[src/design/fcsc_pkg.sv]
// ----------------------------------------------------------------------------
// fcsc_pkg
// Types and constants shared by the fan curve speed controller.
// ----------------------------------------------------------------------------
package fcsc_pkg;

    localparam int TEMP_W    = 8;
    localparam int PCT_W     = 7;
    localparam int BYTE_W    = 8;
    localparam int REQ_W     = 2;
    localparam int CFG_IDX_W = 2;
    localparam int PROD_W    = 2 * BYTE_W;
    localparam int ENTRY_W   = TEMP_W + PCT_W;

    localparam logic [REQ_W-1:0] REQ_SAMPLE = 2'd0;
    localparam logic [REQ_W-1:0] REQ_CLEAR  = 2'd1;
    localparam logic [REQ_W-1:0] REQ_APPEND = 2'd2;

    localparam logic [CFG_IDX_W-1:0] CFG_START_TEMP  = 2'd0;
    localparam logic [CFG_IDX_W-1:0] CFG_START_SPEED = 2'd1;
    localparam logic [CFG_IDX_W-1:0] CFG_RAMP_MAX    = 2'd2;
    localparam logic [CFG_IDX_W-1:0] CFG_FULL_SCALE  = 2'd3;

    localparam logic [6:0]        RST_START_TEMP  = 7'd45;
    localparam logic [BYTE_W-1:0] RST_START_SPEED = 8'd35;
    localparam logic [BYTE_W-1:0] RST_RAMP_MAX    = 8'd255;
    localparam logic [BYTE_W-1:0] RST_FULL_SCALE  = 8'd255;

    localparam logic [6:0]        RAMP_END_TEMP = 7'd110;
    localparam logic [BYTE_W-1:0] PCT_FULL      = 8'd100;
    localparam logic [BYTE_W-1:0] SAT_FULL      = 8'd255;
    localparam logic [BYTE_W-1:0] MIN_RUN_SPEED = 8'd20;

    localparam int MUL_STEPS = BYTE_W;
    localparam int DIV_STEPS = PROD_W;

    typedef struct packed {
        logic [REQ_W-1:0]         req_type;
        logic signed [TEMP_W-1:0] cpu_deg;
        logic signed [TEMP_W-1:0] wifi_deg;
        logic signed [TEMP_W-1:0] point_temp;
        logic [PCT_W-1:0]         point_speed;
    } t_req;

    typedef struct packed {
        logic [BYTE_W-1:0] drive_level;
        logic              drive_valid;
        logic              source_is_wifi;
    } t_res;

    typedef struct packed {
        logic [CFG_IDX_W-1:0] index;
        logic [BYTE_W-1:0]    value;
    } t_cfg;

    typedef struct packed {
        logic signed [TEMP_W-1:0] temp;
        logic [PCT_W-1:0]         speed;
    } t_entry;

endpackage

[src/design/fcsc_if.sv]
// ----------------------------------------------------------------------------
// fcsc_if
// Valid/ready channels of the fan curve speed controller.
// ----------------------------------------------------------------------------
interface fcsc_req_if;
    logic               valid;
    logic               ready;
    fcsc_pkg::t_req     data;
    modport source (output valid, output data, input ready);
    modport sink   (input valid, input data, output ready);
endinterface

interface fcsc_res_if;
    logic               valid;
    logic               ready;
    fcsc_pkg::t_res     data;
    modport source (output valid, output data, input ready);
    modport sink   (input valid, input data, output ready);
endinterface

interface fcsc_cfg_if;
    logic               valid;
    logic               ready;
    fcsc_pkg::t_cfg     data;
    modport source (output valid, output data, input ready);
    modport sink   (input valid, input data, output ready);
endinterface

[src/design/fan_curve_speed_controller_core.sv]
// ----------------------------------------------------------------------------
// fan_curve_speed_controller_core
// Fan drive from CPU/WiFi temperatures via a stored piecewise linear curve
// or a configurable linear ramp, computed with serial multiply and divide.
// ----------------------------------------------------------------------------
//  channel  dir  payload                                        handshake
//  i_req    in   req_type, cpu/wifi temp, point temp/speed      valid/ready
//  o_res    out  drive level, drive_valid, source_is_wifi       valid/ready
//  i_cfg    in   register index, value                          valid/ready
//
//  Clear, append and unused requests finish in the idle state. A sample with no
//  drive or below the ramp start goes straight to output; on the ramp, or inside
//  the curve after a scan, it runs the 8-step multiplier and 16-step divider
//  twice, at or past the first or last point once. Synchronous active-low reset
//  restores the registers and empties the curve. A finished result waits in the
//  output register; the next request stalls only once its own result is ready.
// ----------------------------------------------------------------------------
module fan_curve_speed_controller_core #(
    parameter int MAX_POINTS = 19
) (
    input  logic        i_clk,
    input  logic        i_rst_n,
    fcsc_req_if.sink    i_req,
    fcsc_cfg_if.sink    i_cfg,
    fcsc_res_if.source  o_res
);

    localparam int AW = $clog2(MAX_POINTS);
    localparam int CW = $clog2(MAX_POINTS + 1);

    typedef enum logic [3:0] {
        S_IDLE,
        S_PREP,
        S_RD_FIRST,
        S_CHK_FIRST,
        S_CHK_LAST,
        S_SCAN,
        S_MUL1,
        S_DIV1,
        S_FIT,
        S_MUL2,
        S_DIV2,
        S_OUT
    } t_state;

    t_state                      r_state;
    logic [6:0]                  r_start_temp;
    logic [fcsc_pkg::BYTE_W-1:0] r_start_speed;
    logic [fcsc_pkg::BYTE_W-1:0] r_ramp_max;
    logic [fcsc_pkg::BYTE_W-1:0] r_full_scale;
    logic [CW-1:0]               r_count;
    logic [AW-1:0]               r_idx;
    logic signed [7:0]           r_hot;
    logic                        r_is_wifi;
    logic                        r_drive;
    logic                        r_ramp;
    logic                        r_neg;
    logic [fcsc_pkg::BYTE_W-1:0] r_base;
    logic [fcsc_pkg::BYTE_W-1:0] r_ma;
    logic [fcsc_pkg::BYTE_W-1:0] r_mb;
    logic [fcsc_pkg::BYTE_W-1:0] r_dvs;
    logic [fcsc_pkg::BYTE_W-1:0] r_speed;
    fcsc_pkg::t_entry            r_prev;
    logic                        r_mul_start;
    logic                        r_div_start;
    logic                        r_out_valid;
    fcsc_pkg::t_res              r_out;

    logic                          w_accept;
    logic                          w_we;
    logic [AW-1:0]                 w_raddr;
    logic [fcsc_pkg::ENTRY_W-1:0]  w_rdata;
    logic                          w_mul_done;
    logic [fcsc_pkg::PROD_W-1:0]   w_product;
    logic                          w_div_done;
    logic [fcsc_pkg::PROD_W-1:0]   w_quotient;

    fcsc_pkg::t_entry              n_entry;
    logic signed [7:0]             n_hot;
    logic [AW-1:0]                 n_last;
    logic signed [8:0]             n_rise;
    logic signed [8:0]             n_dr;
    logic [7:0]                    n_dr_mag;
    logic [7:0]                    n_span;
    logic signed [7:0]             n_ds;
    logic [6:0]                    n_ds_mag;
    logic signed [8:0]             n_dt;
    logic signed [8:0]             n_dd;
    logic signed [17:0]            n_fit;
    logic [7:0]                    n_cap;
    logic [7:0]                    n_fit_clamp;
    logic [7:0]                    n_sat;
    logic [7:0]                    n_final;

    assign w_accept    = i_req.valid && i_req.ready;
    assign i_req.ready = (r_state == S_IDLE);
    assign i_cfg.ready = 1'b1;
    assign o_res.valid = r_out_valid;
    assign o_res.data  = r_out;

    assign w_we = w_accept && (i_req.data.req_type == fcsc_pkg::REQ_APPEND)
               && (r_count < CW'(MAX_POINTS));

    fcsc_ram #(
        .WIDTH (fcsc_pkg::ENTRY_W),
        .DEPTH (MAX_POINTS)
    ) u_curve (
        .i_clk   (i_clk),
        .i_we    (w_we),
        .i_waddr (r_count[AW-1:0]),
        .i_wdata ({i_req.data.point_temp, i_req.data.point_speed}),
        .i_raddr (w_raddr),
        .o_rdata (w_rdata)
    );

    fcsc_mul u_mul (
        .i_clk     (i_clk),
        .i_rst_n   (i_rst_n),
        .i_start   (r_mul_start),
        .i_a       (r_ma),
        .i_b       (r_mb),
        .o_done    (w_mul_done),
        .o_product (w_product)
    );

    fcsc_div u_div (
        .i_clk      (i_clk),
        .i_rst_n    (i_rst_n),
        .i_start    (r_div_start),
        .i_dividend (w_product),
        .i_divisor  (r_dvs),
        .o_done     (w_div_done),
        .o_quotient (w_quotient)
    );

    // hottest source, ties go to wifi
    assign n_hot   = (i_req.data.cpu_deg > i_req.data.wifi_deg) ?
                     i_req.data.cpu_deg : i_req.data.wifi_deg;
    assign n_entry = fcsc_pkg::t_entry'(w_rdata);
    assign n_last  = AW'(r_count - CW'(1));

    always_comb begin
        unique case (r_state)
            S_CHK_FIRST: w_raddr = n_last;
            S_CHK_LAST:  w_raddr = AW'(1);
            S_SCAN:      w_raddr = r_idx + AW'(1);
            default:     w_raddr = '0;
        endcase
    end

    // ramp operands
    assign n_rise   = $signed({r_hot[7], r_hot}) - $signed({2'b00, r_start_temp});
    assign n_dr     = $signed({1'b0, r_ramp_max}) - $signed({1'b0, r_start_speed});
    assign n_dr_mag = n_dr[8] ? 8'(-n_dr) : n_dr[7:0];
    assign n_span   = (r_start_temp >= fcsc_pkg::RAMP_END_TEMP) ? 8'd1 :
                      8'({1'b0, fcsc_pkg::RAMP_END_TEMP} - {1'b0, r_start_temp});

    // curve segment operands
    assign n_ds     = $signed({1'b0, n_entry.speed}) - $signed({1'b0, r_prev.speed});
    assign n_ds_mag = n_ds[7] ? 7'(-n_ds) : n_ds[6:0];
    assign n_dt     = $signed({r_hot[7], r_hot}) - $signed({r_prev.temp[7], r_prev.temp});
    assign n_dd     = $signed({n_entry.temp[7], n_entry.temp})
                    - $signed({r_prev.temp[7], r_prev.temp});

    // signed recombination and clamp
    assign n_fit = r_neg ? ($signed({10'b0, r_base}) - $signed({2'b00, w_quotient}))
                         : ($signed({10'b0, r_base}) + $signed({2'b00, w_quotient}));
    assign n_cap = r_ramp ? r_ramp_max : fcsc_pkg::SAT_FULL;

    always_comb begin
        priority if (n_fit[17]) begin
            n_fit_clamp = '0;
        end else if (n_fit > $signed({10'b0, n_cap})) begin
            n_fit_clamp = n_cap;
        end else begin
            n_fit_clamp = n_fit[7:0];
        end
    end

    assign n_sat   = (|w_quotient[fcsc_pkg::PROD_W-1:fcsc_pkg::BYTE_W]) ?
                     fcsc_pkg::SAT_FULL : w_quotient[fcsc_pkg::BYTE_W-1:0];
    assign n_final = ((n_sat != '0) && (n_sat < fcsc_pkg::MIN_RUN_SPEED)) ?
                     fcsc_pkg::MIN_RUN_SPEED : n_sat;

    always_ff @(posedge i_clk) begin
        if (!i_rst_n) begin
            r_start_temp  <= fcsc_pkg::RST_START_TEMP;
            r_start_speed <= fcsc_pkg::RST_START_SPEED;
            r_ramp_max    <= fcsc_pkg::RST_RAMP_MAX;
            r_full_scale  <= fcsc_pkg::RST_FULL_SCALE;
        end else if (i_cfg.valid) begin
            unique case (i_cfg.data.index)
                fcsc_pkg::CFG_START_TEMP:  r_start_temp  <= i_cfg.data.value[6:0];
                fcsc_pkg::CFG_START_SPEED: r_start_speed <= i_cfg.data.value;
                fcsc_pkg::CFG_RAMP_MAX:    r_ramp_max    <= i_cfg.data.value;
                fcsc_pkg::CFG_FULL_SCALE:  r_full_scale  <= i_cfg.data.value;
            endcase
        end
    end

    always_ff @(posedge i_clk) begin
        if (!i_rst_n) begin
            r_state     <= S_IDLE;
            r_count     <= '0;
            r_mul_start <= 1'b0;
            r_div_start <= 1'b0;
            r_out_valid <= 1'b0;
        end else begin
            r_mul_start <= 1'b0;
            r_div_start <= 1'b0;
            if (o_res.ready) begin
                r_out_valid <= 1'b0;
            end
            unique case (r_state)
                S_IDLE: begin
                    if (w_accept) begin
                        r_hot     <= n_hot;
                        r_is_wifi <= !(i_req.data.cpu_deg > i_req.data.wifi_deg);
                        unique case (i_req.data.req_type)
                            fcsc_pkg::REQ_SAMPLE: r_state <= S_PREP;
                            fcsc_pkg::REQ_CLEAR:  r_count <= '0;
                            fcsc_pkg::REQ_APPEND: begin
                                if (w_we) begin
                                    r_count <= r_count + CW'(1);
                                end
                            end
                            default: ;
                        endcase
                    end
                end
                S_PREP: begin
                    r_drive <= (r_hot > 0);
                    r_speed <= '0;
                    priority if (r_hot <= 0) begin
                        r_state <= S_OUT;
                    end else if (r_count >= CW'(2)) begin
                        r_ramp  <= 1'b0;
                        r_state <= S_RD_FIRST;
                    end else if (n_rise[8]) begin
                        r_state <= S_OUT;
                    end else begin
                        r_ramp      <= 1'b1;
                        r_ma        <= n_rise[7:0];
                        r_mb        <= n_dr_mag;
                        r_neg       <= n_dr[8];
                        r_base      <= r_start_speed;
                        r_dvs       <= n_span;
                        r_mul_start <= 1'b1;
                        r_state     <= S_MUL1;
                    end
                end
                S_RD_FIRST: begin
                    r_state <= S_CHK_FIRST;
                end
                S_CHK_FIRST: begin
                    r_prev <= n_entry;
                    if (r_hot <= n_entry.temp) begin
                        r_ma        <= {1'b0, n_entry.speed};
                        r_mb        <= r_full_scale;
                        r_dvs       <= fcsc_pkg::PCT_FULL;
                        r_mul_start <= 1'b1;
                        r_state     <= S_MUL2;
                    end else begin
                        r_state <= S_CHK_LAST;
                    end
                end
                S_CHK_LAST: begin
                    if (r_hot >= n_entry.temp) begin
                        r_ma        <= {1'b0, n_entry.speed};
                        r_mb        <= r_full_scale;
                        r_dvs       <= fcsc_pkg::PCT_FULL;
                        r_mul_start <= 1'b1;
                        r_state     <= S_MUL2;
                    end else begin
                        r_idx   <= AW'(1);
                        r_state <= S_SCAN;
                    end
                end
                S_SCAN: begin
                    if (r_hot < n_entry.temp) begin
                        r_ma        <= {1'b0, n_ds_mag};
                        r_mb        <= n_dt[7:0];
                        r_neg       <= n_ds[7];
                        r_base      <= {1'b0, r_prev.speed};
                        r_dvs       <= n_dd[7:0];
                        r_mul_start <= 1'b1;
                        r_state     <= S_MUL1;
                    end else begin
                        r_prev <= n_entry;
                        r_idx  <= r_idx + AW'(1);
                    end
                end
                S_MUL1: begin
                    if (w_mul_done) begin
                        r_div_start <= 1'b1;
                        r_state     <= S_DIV1;
                    end
                end
                S_DIV1: begin
                    if (w_div_done) begin
                        r_state <= S_FIT;
                    end
                end
                S_FIT: begin
                    r_ma        <= n_fit_clamp;
                    r_mb        <= r_full_scale;
                    r_dvs       <= r_ramp ? fcsc_pkg::SAT_FULL : fcsc_pkg::PCT_FULL;
                    r_mul_start <= 1'b1;
                    r_state     <= S_MUL2;
                end
                S_MUL2: begin
                    if (w_mul_done) begin
                        r_div_start <= 1'b1;
                        r_state     <= S_DIV2;
                    end
                end
                S_DIV2: begin
                    if (w_div_done) begin
                        r_speed <= n_final;
                        r_state <= S_OUT;
                    end
                end
                S_OUT: begin
                    if (!r_out_valid || o_res.ready) begin
                        r_out_valid          <= 1'b1;
                        r_out.drive_level    <= r_speed;
                        r_out.drive_valid    <= r_drive;
                        r_out.source_is_wifi <= r_is_wifi;
                        r_state              <= S_IDLE;
                    end
                end
                default: r_state <= S_IDLE;
            endcase
        end
    end

`ifndef SYNTH
    a_full_append: assert property (@(posedge i_clk) disable iff (!i_rst_n)
        (w_accept && (i_req.data.req_type == fcsc_pkg::REQ_APPEND)
         && (r_count == CW'(MAX_POINTS))) |=> (r_count == CW'(MAX_POINTS)))
        else $error("append past capacity changed the point count");

    a_scan_range: assert property (@(posedge i_clk) disable iff (!i_rst_n)
        (r_state == S_SCAN) |-> (CW'(r_idx) < r_count))
        else $error("curve scan ran past the last point");

    a_no_drive: assert property (@(posedge i_clk) disable iff (!i_rst_n)
        (o_res.valid && !o_res.data.drive_valid) |-> (o_res.data.drive_level == '0))
        else $error("speed given without drive");

    a_min_run: assert property (@(posedge i_clk) disable iff (!i_rst_n)
        (o_res.valid && (o_res.data.drive_level != '0))
        |-> (o_res.data.drive_level >= fcsc_pkg::MIN_RUN_SPEED))
        else $error("nonzero speed below minimum run speed");

    a_unit_idle: assert property (@(posedge i_clk) disable iff (!i_rst_n)
        (r_state == S_IDLE) |-> (!w_mul_done && !w_div_done))
        else $error("arithmetic unit finished while idle");
`endif

endmodule

[src/design/fcsc_ram.sv]
// ----------------------------------------------------------------------------
// fcsc_ram
// Generic single write port RAM with registered read.
// ----------------------------------------------------------------------------
module fcsc_ram #(
    parameter int WIDTH = 8,
    parameter int DEPTH = 16,
    localparam int AW   = (DEPTH > 1) ? $clog2(DEPTH) : 1
) (
    input  logic             i_clk,
    input  logic             i_we,
    input  logic [AW-1:0]    i_waddr,
    input  logic [WIDTH-1:0] i_wdata,
    input  logic [AW-1:0]    i_raddr,
    output logic [WIDTH-1:0] o_rdata
);

    logic [WIDTH-1:0] r_mem [DEPTH];
    logic [WIDTH-1:0] r_rdata;

    always_ff @(posedge i_clk) begin
        if (i_we) begin
            r_mem[i_waddr] <= i_wdata;
        end
        r_rdata <= r_mem[i_raddr];
    end

    assign o_rdata = r_rdata;

endmodule

[src/design/fcsc_mul.sv]
// ----------------------------------------------------------------------------
// fcsc_mul
// Bit-serial 8x8 unsigned shift-add multiplier, one multiplier bit a cycle.
// ----------------------------------------------------------------------------
module fcsc_mul (
    input  logic                        i_clk,
    input  logic                        i_rst_n,
    input  logic                        i_start,
    input  logic [fcsc_pkg::BYTE_W-1:0] i_a,
    input  logic [fcsc_pkg::BYTE_W-1:0] i_b,
    output logic                        o_done,
    output logic [fcsc_pkg::PROD_W-1:0] o_product
);

    localparam int CNT_W = $clog2(fcsc_pkg::MUL_STEPS);

    logic                        r_busy;
    logic                        r_done;
    logic [CNT_W-1:0]            r_cnt;
    logic [fcsc_pkg::BYTE_W-1:0] r_a;
    logic [fcsc_pkg::PROD_W-1:0] r_p;
    logic [fcsc_pkg::BYTE_W:0]   n_sum;
    logic [fcsc_pkg::PROD_W-1:0] n_p;

    assign n_sum = {1'b0, r_p[fcsc_pkg::PROD_W-1:fcsc_pkg::BYTE_W]}
                 + (r_p[0] ? {1'b0, r_a} : '0);
    assign n_p   = {n_sum, r_p[fcsc_pkg::BYTE_W-1:1]};

    always_ff @(posedge i_clk) begin
        if (!i_rst_n) begin
            r_busy <= 1'b0;
            r_done <= 1'b0;
            r_cnt  <= '0;
        end else begin
            r_done <= 1'b0;
            if (i_start) begin
                r_busy <= 1'b1;
                r_cnt  <= '0;
            end else if (r_busy) begin
                r_cnt <= r_cnt + CNT_W'(1);
                if (r_cnt == CNT_W'(fcsc_pkg::MUL_STEPS - 1)) begin
                    r_busy <= 1'b0;
                    r_done <= 1'b1;
                end
            end
        end
    end

    always_ff @(posedge i_clk) begin
        if (i_start) begin
            r_a <= i_a;
            r_p <= {{fcsc_pkg::BYTE_W{1'b0}}, i_b};
        end else if (r_busy) begin
            r_p <= n_p;
        end
    end

    assign o_done    = r_done;
    assign o_product = r_p;

endmodule

[src/design/fcsc_div.sv]
// ----------------------------------------------------------------------------
// fcsc_div
// Bit-serial restoring divider, 16-bit dividend by 8-bit divisor,
// one quotient bit a cycle.
// ----------------------------------------------------------------------------
module fcsc_div (
    input  logic                        i_clk,
    input  logic                        i_rst_n,
    input  logic                        i_start,
    input  logic [fcsc_pkg::PROD_W-1:0] i_dividend,
    input  logic [fcsc_pkg::BYTE_W-1:0] i_divisor,
    output logic                        o_done,
    output logic [fcsc_pkg::PROD_W-1:0] o_quotient
);

    localparam int CNT_W = $clog2(fcsc_pkg::DIV_STEPS);

    logic                        r_busy;
    logic                        r_done;
    logic [CNT_W-1:0]            r_cnt;
    logic [fcsc_pkg::PROD_W-1:0] r_q;
    logic [fcsc_pkg::BYTE_W-1:0] r_rem;
    logic [fcsc_pkg::BYTE_W-1:0] r_d;
    logic [fcsc_pkg::BYTE_W:0]   n_shift;
    logic [fcsc_pkg::BYTE_W+1:0] n_diff;
    logic                        n_ge;

    assign n_shift = {r_rem, r_q[fcsc_pkg::PROD_W-1]};
    assign n_diff  = {1'b0, n_shift} - {2'b00, r_d};
    assign n_ge    = !n_diff[fcsc_pkg::BYTE_W+1];

    always_ff @(posedge i_clk) begin
        if (!i_rst_n) begin
            r_busy <= 1'b0;
            r_done <= 1'b0;
            r_cnt  <= '0;
        end else begin
            r_done <= 1'b0;
            if (i_start) begin
                r_busy <= 1'b1;
                r_cnt  <= '0;
            end else if (r_busy) begin
                r_cnt <= r_cnt + CNT_W'(1);
                if (r_cnt == CNT_W'(fcsc_pkg::DIV_STEPS - 1)) begin
                    r_busy <= 1'b0;
                    r_done <= 1'b1;
                end
            end
        end
    end

    always_ff @(posedge i_clk) begin
        if (i_start) begin
            r_q   <= i_dividend;
            r_rem <= '0;
            r_d   <= i_divisor;
        end else if (r_busy) begin
            r_q   <= {r_q[fcsc_pkg::PROD_W-2:0], n_ge};
            r_rem <= n_ge ? n_diff[fcsc_pkg::BYTE_W-1:0] : n_shift[fcsc_pkg::BYTE_W-1:0];
        end
    end

    assign o_done     = r_done;
    assign o_quotient = r_q;

endmodule
[src/flat_wrapper.sv]
// flat-port wrapper written by rule: the top's interface ports become plain ports
module fan_curve_speed_controller_core_flat 
#(
    parameter int MAX_POINTS = 19
)
  (i_clk, i_rst_n, i_req_valid, i_req_data, i_req_ready, i_cfg_valid, i_cfg_data, i_cfg_ready, o_res_valid, o_res_data, o_res_ready);
  fcsc_req_if i_req_i ();
  fcsc_cfg_if i_cfg_i ();
  fcsc_res_if o_res_i ();
  input  logic i_clk;
  input  logic i_rst_n;
  input wire logic [$bits(i_req_i.valid)-1:0] i_req_valid;
  input wire logic [$bits(i_req_i.data)-1:0] i_req_data;
  output wire logic [$bits(i_req_i.ready)-1:0] i_req_ready;
  input wire logic [$bits(i_cfg_i.valid)-1:0] i_cfg_valid;
  input wire logic [$bits(i_cfg_i.data)-1:0] i_cfg_data;
  output wire logic [$bits(i_cfg_i.ready)-1:0] i_cfg_ready;
  output wire logic [$bits(o_res_i.valid)-1:0] o_res_valid;
  output wire logic [$bits(o_res_i.data)-1:0] o_res_data;
  input wire logic [$bits(o_res_i.ready)-1:0] o_res_ready;
  assign i_req_i.valid = i_req_valid;
  assign i_req_i.data = i_req_data;
  assign i_req_ready = i_req_i.ready;
  assign i_cfg_i.valid = i_cfg_valid;
  assign i_cfg_i.data = i_cfg_data;
  assign i_cfg_ready = i_cfg_i.ready;
  assign o_res_valid = o_res_i.valid;
  assign o_res_data = o_res_i.data;
  assign o_res_i.ready = o_res_ready;
  fan_curve_speed_controller_core #(.MAX_POINTS(MAX_POINTS)) u_core (.i_clk(i_clk), .i_rst_n(i_rst_n), .i_req(i_req_i), .i_cfg(i_cfg_i), .o_res(o_res_i));
endmodule
[config.mk]
export PLATFORM = sky130hd
export DESIGN_NAME = fan_curve_speed_controller_core_flat
export DESIGN_NICKNAME = d
export VERILOG_FILES = /design/src/design/fcsc_pkg.sv /design/src/design/fcsc_if.sv /design/src/design/fan_curve_speed_controller_core.sv /design/src/design/fcsc_ram.sv /design/src/design/fcsc_mul.sv /design/src/design/fcsc_div.sv /design/src/flat_wrapper.sv
export SDC_FILE = /design/constraint.sdc
export NUM_CORES = 1
export LEC_CHECK = 0
export ABC_AREA = 0
export BUFFER_PORTS_ARGS = -buffer_cell sky130_fd_sc_hd__buf_2
export CAP_MARGIN = 30
export CORE_UTILIZATION = 60
export CTS_BUF_LIST = sky130_fd_sc_hd__clkbuf_4 sky130_fd_sc_hd__clkbuf_8 sky130_fd_sc_hd__clkbuf_16
export CTS_CLUSTER_DIAMETER = 200
export DETAILED_ROUTE_END_ITERATION = 10
export GPL_ROUTABILITY_DRIVEN = 0
export PLACE_DENSITY_LB_ADDON = 0.15
export SYNTH_ARGS = -nofsm -noshare
export SYNTH_HDL_FRONTEND = slang
export SYNTH_SLANG_ARGS = --single-unit
[constraint.sdc]
create_clock -name i_clk -period 7.5 [get_ports i_clk]
set_input_delay 0.375 -clock i_clk [delete_from_list [all_inputs] [get_ports i_clk]]
set_output_delay 0.375 -clock i_clk [all_outputs]
set_load 0.005 [all_outputs]
### Yosys cells after proc, flatten, opt, wreduce, memory -nomap -nowiden

Memories as Yosys holds them, arrays and structs flattened. A register that Yosys moved wholly into a read port is not among the register bits.
Index checks and enable logic that the tools add are counted.
Widths: inputs -> output; s select.

| storage, ports and cells | value |
|---|---|
| register bits | 192 |
| memory bits (writable) | 285 |
| bits of input ports | 48 |
| output and inout port bits | 13 |
| word-level logic and storage cells | 241 |
| memories kept | 1 |

Memories:

| memory | depth | bits a word | read ports | clocked after Yosys merged registers in | write ports | RTL line | text |
|---|---|---|---|---|---|---|---|
| u_core.u_curve.r_mem | 19 | 15 | 1 | 1 | 1 | fcsc_ram.sv:18 | `logic [WIDTH-1:0] r_mem [DEPTH];` |

| operators by class | value |
|---|---|
| add/subtract/negate cells | 17 |
| $lt $le $gt $ge | 11 |
| equal/unequal tests | 35 |
| mux-type cells | 94 |
| bitwise gates (word level) | 4 |
| reductions and logical operators | 42 |

Operator list:

| cell | count |
|---|---|
| $mux 8 | 36 |
| $pmux 8 s5 | 3 |
| $mux 4 | 13 |
| $pmux 4 s12 | 1 |
| $mux 16 | 2 |
| $pmux 8 s2 | 2 |
| $pmux 15 s2 | 1 |
| $ne 2x2->1 const B | 13 |
| $mux 1 | 25 |
| $eq 4x4->1 const B | 5 |
| $pmux 5 s2 | 2 |
| $gt 18x9->1 | 1 |
| $mux 18 | 1 |
| $sub 8x8->9 | 2 |
| $add 8x16->17 | 1 |
| $sub 8x16->17 | 1 |
| $eq 4x3->1 const B | 4 |
| $reduce_and 8->1 | 2 |
| $sub 8x8->8 | 2 |
| $mux 15 | 1 |
| $mux 5 | 3 |
| $pmux 5 s3 | 1 |
| $reduce_bool 2->1 | 7 |
| $reduce_and 2->1 | 6 |
| 43 further kinds | 68 |

### Logic depth before layout (Yosys ltp)

| depth | value |
|---|---|
| depth in word-level cells | 7 |
| mapped depth | 20 |
| depth with buffers taken out | 18 |

### Modules after synthesis

From an unflattened synthesis, not the netlist that was laid out.

| second synthesis, totals | value |
|---|---|
| cells, all modules | 1,850 |
| area total of the unflattened synthesis | 23,897.9 sq um |

By module, submodules not included:

| module | times used | cells each | area each (sq um) | sequential area each (sq um) |
|---|---|---|---|---|
| fcsc_ram | 1 | 523 | 11,280.8 | 8,858.5 |
| fan_curve_speed_controller_core | 1 | 1,048 | 9,275.1 | 3,323.2 |
| fcsc_div | 1 | 161 | 1,894.3 | 1,001.0 |
| fcsc_mul | 1 | 118 | 1,447.6 | 740.7 |

### Worst setup path after synthesis

OpenSTA, ideal clock, no wires.

| timing path | value |
|---|---|
| kind | reg2reg |
| start point | register u_core.u_div.r_q (netlist bit u_core.u_div.o_quotient[1]) |
| end point | register u_core.r_ma[2] in the netlist's numbering (data pin) |
| setup time | 283 ps |
| arrival time | 3,667 ps |
| data required time | 7,217 ps |
| path slack | 3,550 ps |
| cell stages (with the launch flop) | 19 |
| path buffers | 1 |
| period minus slack after synthesis | 3,950 ps |
| cells stage by stage | edfxtp_1 -> inv_1 -> ha_1 -> nor2b_1 -> o31ai_1 -> a21oi_1 -> a22oi_1 -> xnor2_1 -> ha_1 -> a21o_1 -> nand2_1 -> o221a_1 -> o211ai_1 -> a211o_1 -> nor4_2 -> o211ai_1 -> buf_6 -> nor3_1 -> o311ai_0 |

| on the way | value |
|---|---|
| cells in the longest elaborated chain, start to end | 6 |
| elaborated cells on any way between the ends | 7 |
| those cells by class | 2 x add/sub; 1 x order compare; 4 x mux |

RTL lines:

| what | RTL line | text |
|---|---|---|
| start, declared | fcsc_div.sv:21 | `logic [fcsc_pkg::PROD_W-1:0] r_q;` |
| start signal, assigned | fcsc_div.sv:54 | `r_q <= i_dividend;` |
| start signal, assigned | fcsc_div.sv:58 | `r_q <= {r_q[fcsc_pkg::PROD_W-2:0], n_ge};` |
| $add 8x16->17 / $sub 8x16->17 (equally long branches) | fan_curve_speed_controller_core.sv:167, fan_curve_speed_controller_core.sv:166 |  |
| $mux 18 * | fan_curve_speed_controller_core.sv:166 | `assign n_fit = r_neg ? ($signed({10'b0, r_base}) - $signed({2'b00, w_quotient}))` |
| $gt 18x9->1 | fan_curve_speed_controller_core.sv:173 | `end else if (n_fit > $signed({10'b0, n_cap})) begin` |
| $mux 8 | fan_curve_speed_controller_core.sv:173 |  |
| $mux 8 * | fan_curve_speed_controller_core.sv:171 | `priority if (n_fit[17]) begin` |
| $pmux 8 s5 * | fan_curve_speed_controller_core.sv:214 | `unique case (r_state)` |
| end signal, assigned | fan_curve_speed_controller_core.sv:243 | `r_ma <= n_rise[7:0];` |
| end signal, assigned | fan_curve_speed_controller_core.sv:258 | `r_ma <= {1'b0, n_entry.speed};` |
| end signal, assigned | fan_curve_speed_controller_core.sv:269 | `r_ma <= {1'b0, n_entry.speed};` |
| end, declared | fan_curve_speed_controller_core.sv:59 | `logic [fcsc_pkg::BYTE_W-1:0] r_ma;` |

Every way passes the cells marked *; elsewhere a longest branch is shown, timed or not.
A chain may end at the register's enable or synchronous reset.

### Worst setup path after layout

Ends and elaborated chain as after synthesis.

==> impl_results.md <==
* Post-synth EDFFs at 407
* Crit path arrival time at 5190 ps
* Cell Area, Placed at 24,590 um^2
* CTS H-tree lvls at 2
* Syn. warnings at 0
* Antenna violations before repair at 0
* Post-synth ARST share at 0
* Worst Setup SP: u_core.u_div.o_quotient[1]
* Sink Count at 492
* Largest net degree at the start of global routing at 43
* Vias at 15,347
* Pre-antenna DRT Iters at 5
* CP Cell Sequence: inv_1 > ha_1 > nor2b_1 > o31ai_1 > a21oi_1 > a22oi_1 > xnor2_1 > ha_1 > a21o_1 > nand2_1 > o221a_1 > o211ai_1 > a211o_1 > nor4_2 > o211ai_1 > or4_1 > o311ai_0
* HP Class: in2reg
* Design Area, Final at 26,240 um^2
* Highest-delay cell along the critical path: or4_1
* Antenna-violating nets left at 0
* Met3 WL at 3134 um
* Met2 wire len at 26,470 um
* Hold-fix buffers, CTS at 0
* Row count at 72
* Critical path startpoint category: flop
* Top cell type's share of synthesized area at 0.5170
* Worst-Skew Late Latency at 610 ps
* Hold Startpoint: i_cfg_data[7]
* Hold Vio Cnt, Final at 0
* Switching Power at 2.135 mW
* Post-synth top area cell: edfxtp_1
* Sequential area share after synthesis at 0.5890
* GR Overflow Total at 0
* Final wirelength at 54,230 um
* Fin cells at 2,483
* Worst slew pin tran at 994.9 ps
* Core area at 38,740 um^2
* First-pass GRT wire length at 85,300 um
* Drt first-iter violations at 1,539
* Cell Area, Synth at 23,640 um^2
* Post_cts resized at 0
* Vias per inst at 6.181
* Syn Inst Count at 1,860
* Int Power at 5.186 mW
* Slew HR at 0.3351
* Starting Density at 0.6103
* CTS tree: built
* Synth-to-Final Area Change at 10.99%
* Skew final at 17.87 ps
* M1 wire length at 22,770 um
* Synth area leaders: edfxtp_1, dfxtp_1, mux4_2, ha_1, nand2_1
* Worst-path fanout max at 11
* Post-DP HPWL at 37,370 um
* Setup-failing EPs final at 0
* Max layer used: met4
* Max-slew violations at 0
* Flop2flop setup slack at 2720 ps
* DRC Markers at 0
* Mapped Nets at 2,022
* Detailed-route wire length per cell at 21.84 um
* Root Driver: clkbuf_16
* Die X at 200.5 um
* Diode count at 0
* Max clock buf depth at 3
* Die area at 40,200 um^2
* Final #Nets at 2,086
* Die Ht at 200.5 um
* Status: finished clean
* Power Dens Cells at 279.0 nW/um^2
* Max-cap viol count at 0
* IO Pins at 61
* Post-Place Cells at 2,391
* Seq cells post-synth at 492
* Flop pwr share at 0.458
* Global-route usage over all layers at 0.2764
* Worst setup path class: reg2reg
* Worst vdd ir at 298.0 uV
* Count of cell types in the netlist at 72
* Vias in the first global route at 15,162
* Layout cells sized above 1 at 0.1552
* Clock Power Share at 0.337
* RSZ-0062 raised after global routing: false
* CP required at 7910 ps
* Period utilization at 0.6369
* Setup crit end kind: flop
* Sw frac at 0.2917
* CP peak stage delay at 600 ps
* Setup tns final at 0 ps
* Max Freq at 0.2094 GHz
* Clock slew at reported path FFs at 70 ps
* P_leak at 9.610 nW
* Reg-to-reg startpoint: u_core.u_div.o_quotient[1]
* Tmin final at 4777 ps
* Combinational fraction of design power at 0.205
* Setup Buffers After CTS at 0
* List of most frequent post-synthesis cells: edfxtp_1, nand2_1, nor2_1
* PortBufs at 59
* CTS Buf Count at 49
* Syn_area_per_cell at 12.71 um^2
* Top_reg_cell synth: edfxtp_1
* Most common cell in the netlist: edfxtp_1
flip-flops by register name (all words and copies together) (netlist names), 10 cells and up:
register and flops:
u_core.u_curve.r_mem 285, u_core.u_div.o_quotient 16, u_core.u_mul.o_product 16, u_core.r_prev 15, u_core.u_curve.o_rdata 15, u_core.o_res.data 10
cell type report:
| class | count | area [um^2] |
|---|---|---|
| Sequential cell | 492 | 13920 |
| Tap cell | 518 | 648.1 |
| Clock inverter | 38 | 367.9 |
| Inverter | 118 | 442.9 |
| Timing Repair Buffer | 93 | 585.6 |
| Fill cell | 2761 | 12500 |
| Clock buffer | 54 | 1282 |
| Multi-Input combinational cell | 1170 | 8987 |
critical path: cells and delay by family (launching register included):
family                     cells  cell delay (ps)
AOI/OAI and AO/OA              9             2010
xor gates and xnor gates       1              190
adders and majority gates      2              630
buffers and inverters          1              130
DFF                            1              470
and+or+nand+nor                4             1160
logic make-up after synthesis:
logic type | share of synthesized area
AOI/OAI and AO/OA | 0.09908
xor gates and xnor gates | 0.02445
adders and majority gates | 0.06319
buffers and inverters | 0.03303
DFF | 0.5890
muxes | 0.09823
other | 0.0001586
and+or+nand+nor | 0.09289
final timing paths:
| kind | endpoint | cells after the start |
|---|---|---|
| setup reg to reg | u_core.r_ma[2] | 17 |
| hold reg to reg | u_core.o_res.data[7] | 0 |
| setup / recovery | u_core.r_ma[2] | 17 |
| hold / removal | u_core.r_ramp_max[7] | 3 |
routing by layer:
| metal | track usage | vias to the layer above |
|---|---|---|
| met5 | 0 | - |
| li1 | - | 7054 |
| met1 | 0.3700 | 7646 |
| met4 | 0.1118 | 0 |
| met2 | 0.4593 | 553 |
| met3 | 0.03799 | 94 |
power by group through the flow:
stage / clock [mW] / combinational [mW] / sequential (mW)
after CTS: 2.50 / 1.49 / 3.35
after detailed placement: 0 / 1.48 / 3.41
after floorplan: 0 / 1.10 / 3.32
final: 2.47 / 1.50 / 3.35
after global placement: 0 / 1.42 / 3.41
after global routing: 2.61 / 1.65 / 3.37
metrics by stage:
stage	hold WS, ps	worst slack, ps	power [mW]	utilization
floorplan	400.3	3550	4.422	-
global placement	400.5	3020	4.828	0.6328
detailed placement	404.5	2797	4.893	0.6347
CTS	17.62	2763	7.346	0.6773
global route	49.90	2454	7.639	0.6773
finish	38.68	2723	7.321	0.6773
cells in the final DEF, fill, tap and decap left out, drive strengths merged, types with 9 or more instances in the layout:
cell type    n
edfxtp     407
nand2      166
nor2       130
inv        119
o21ai      106
ha         105
buf         93
dfxtp       85
a21oi       69
mux4        60
clkbuf      54
mux2i       52
xnor2       40
mux2        40
nand3       39
o211ai      32
xor2        26
nor2b       23
nor3        22
clkinv      22
a21o        19
nand2b      17
a31oi       15
o21a        15
and3        13
a211oi      13
nand4       12
clkinvlp    12
nor4        12
o31ai       10
a21boi      10
fa           9
or2          9
Note: power is estimated with default switching activity, not from simulation.
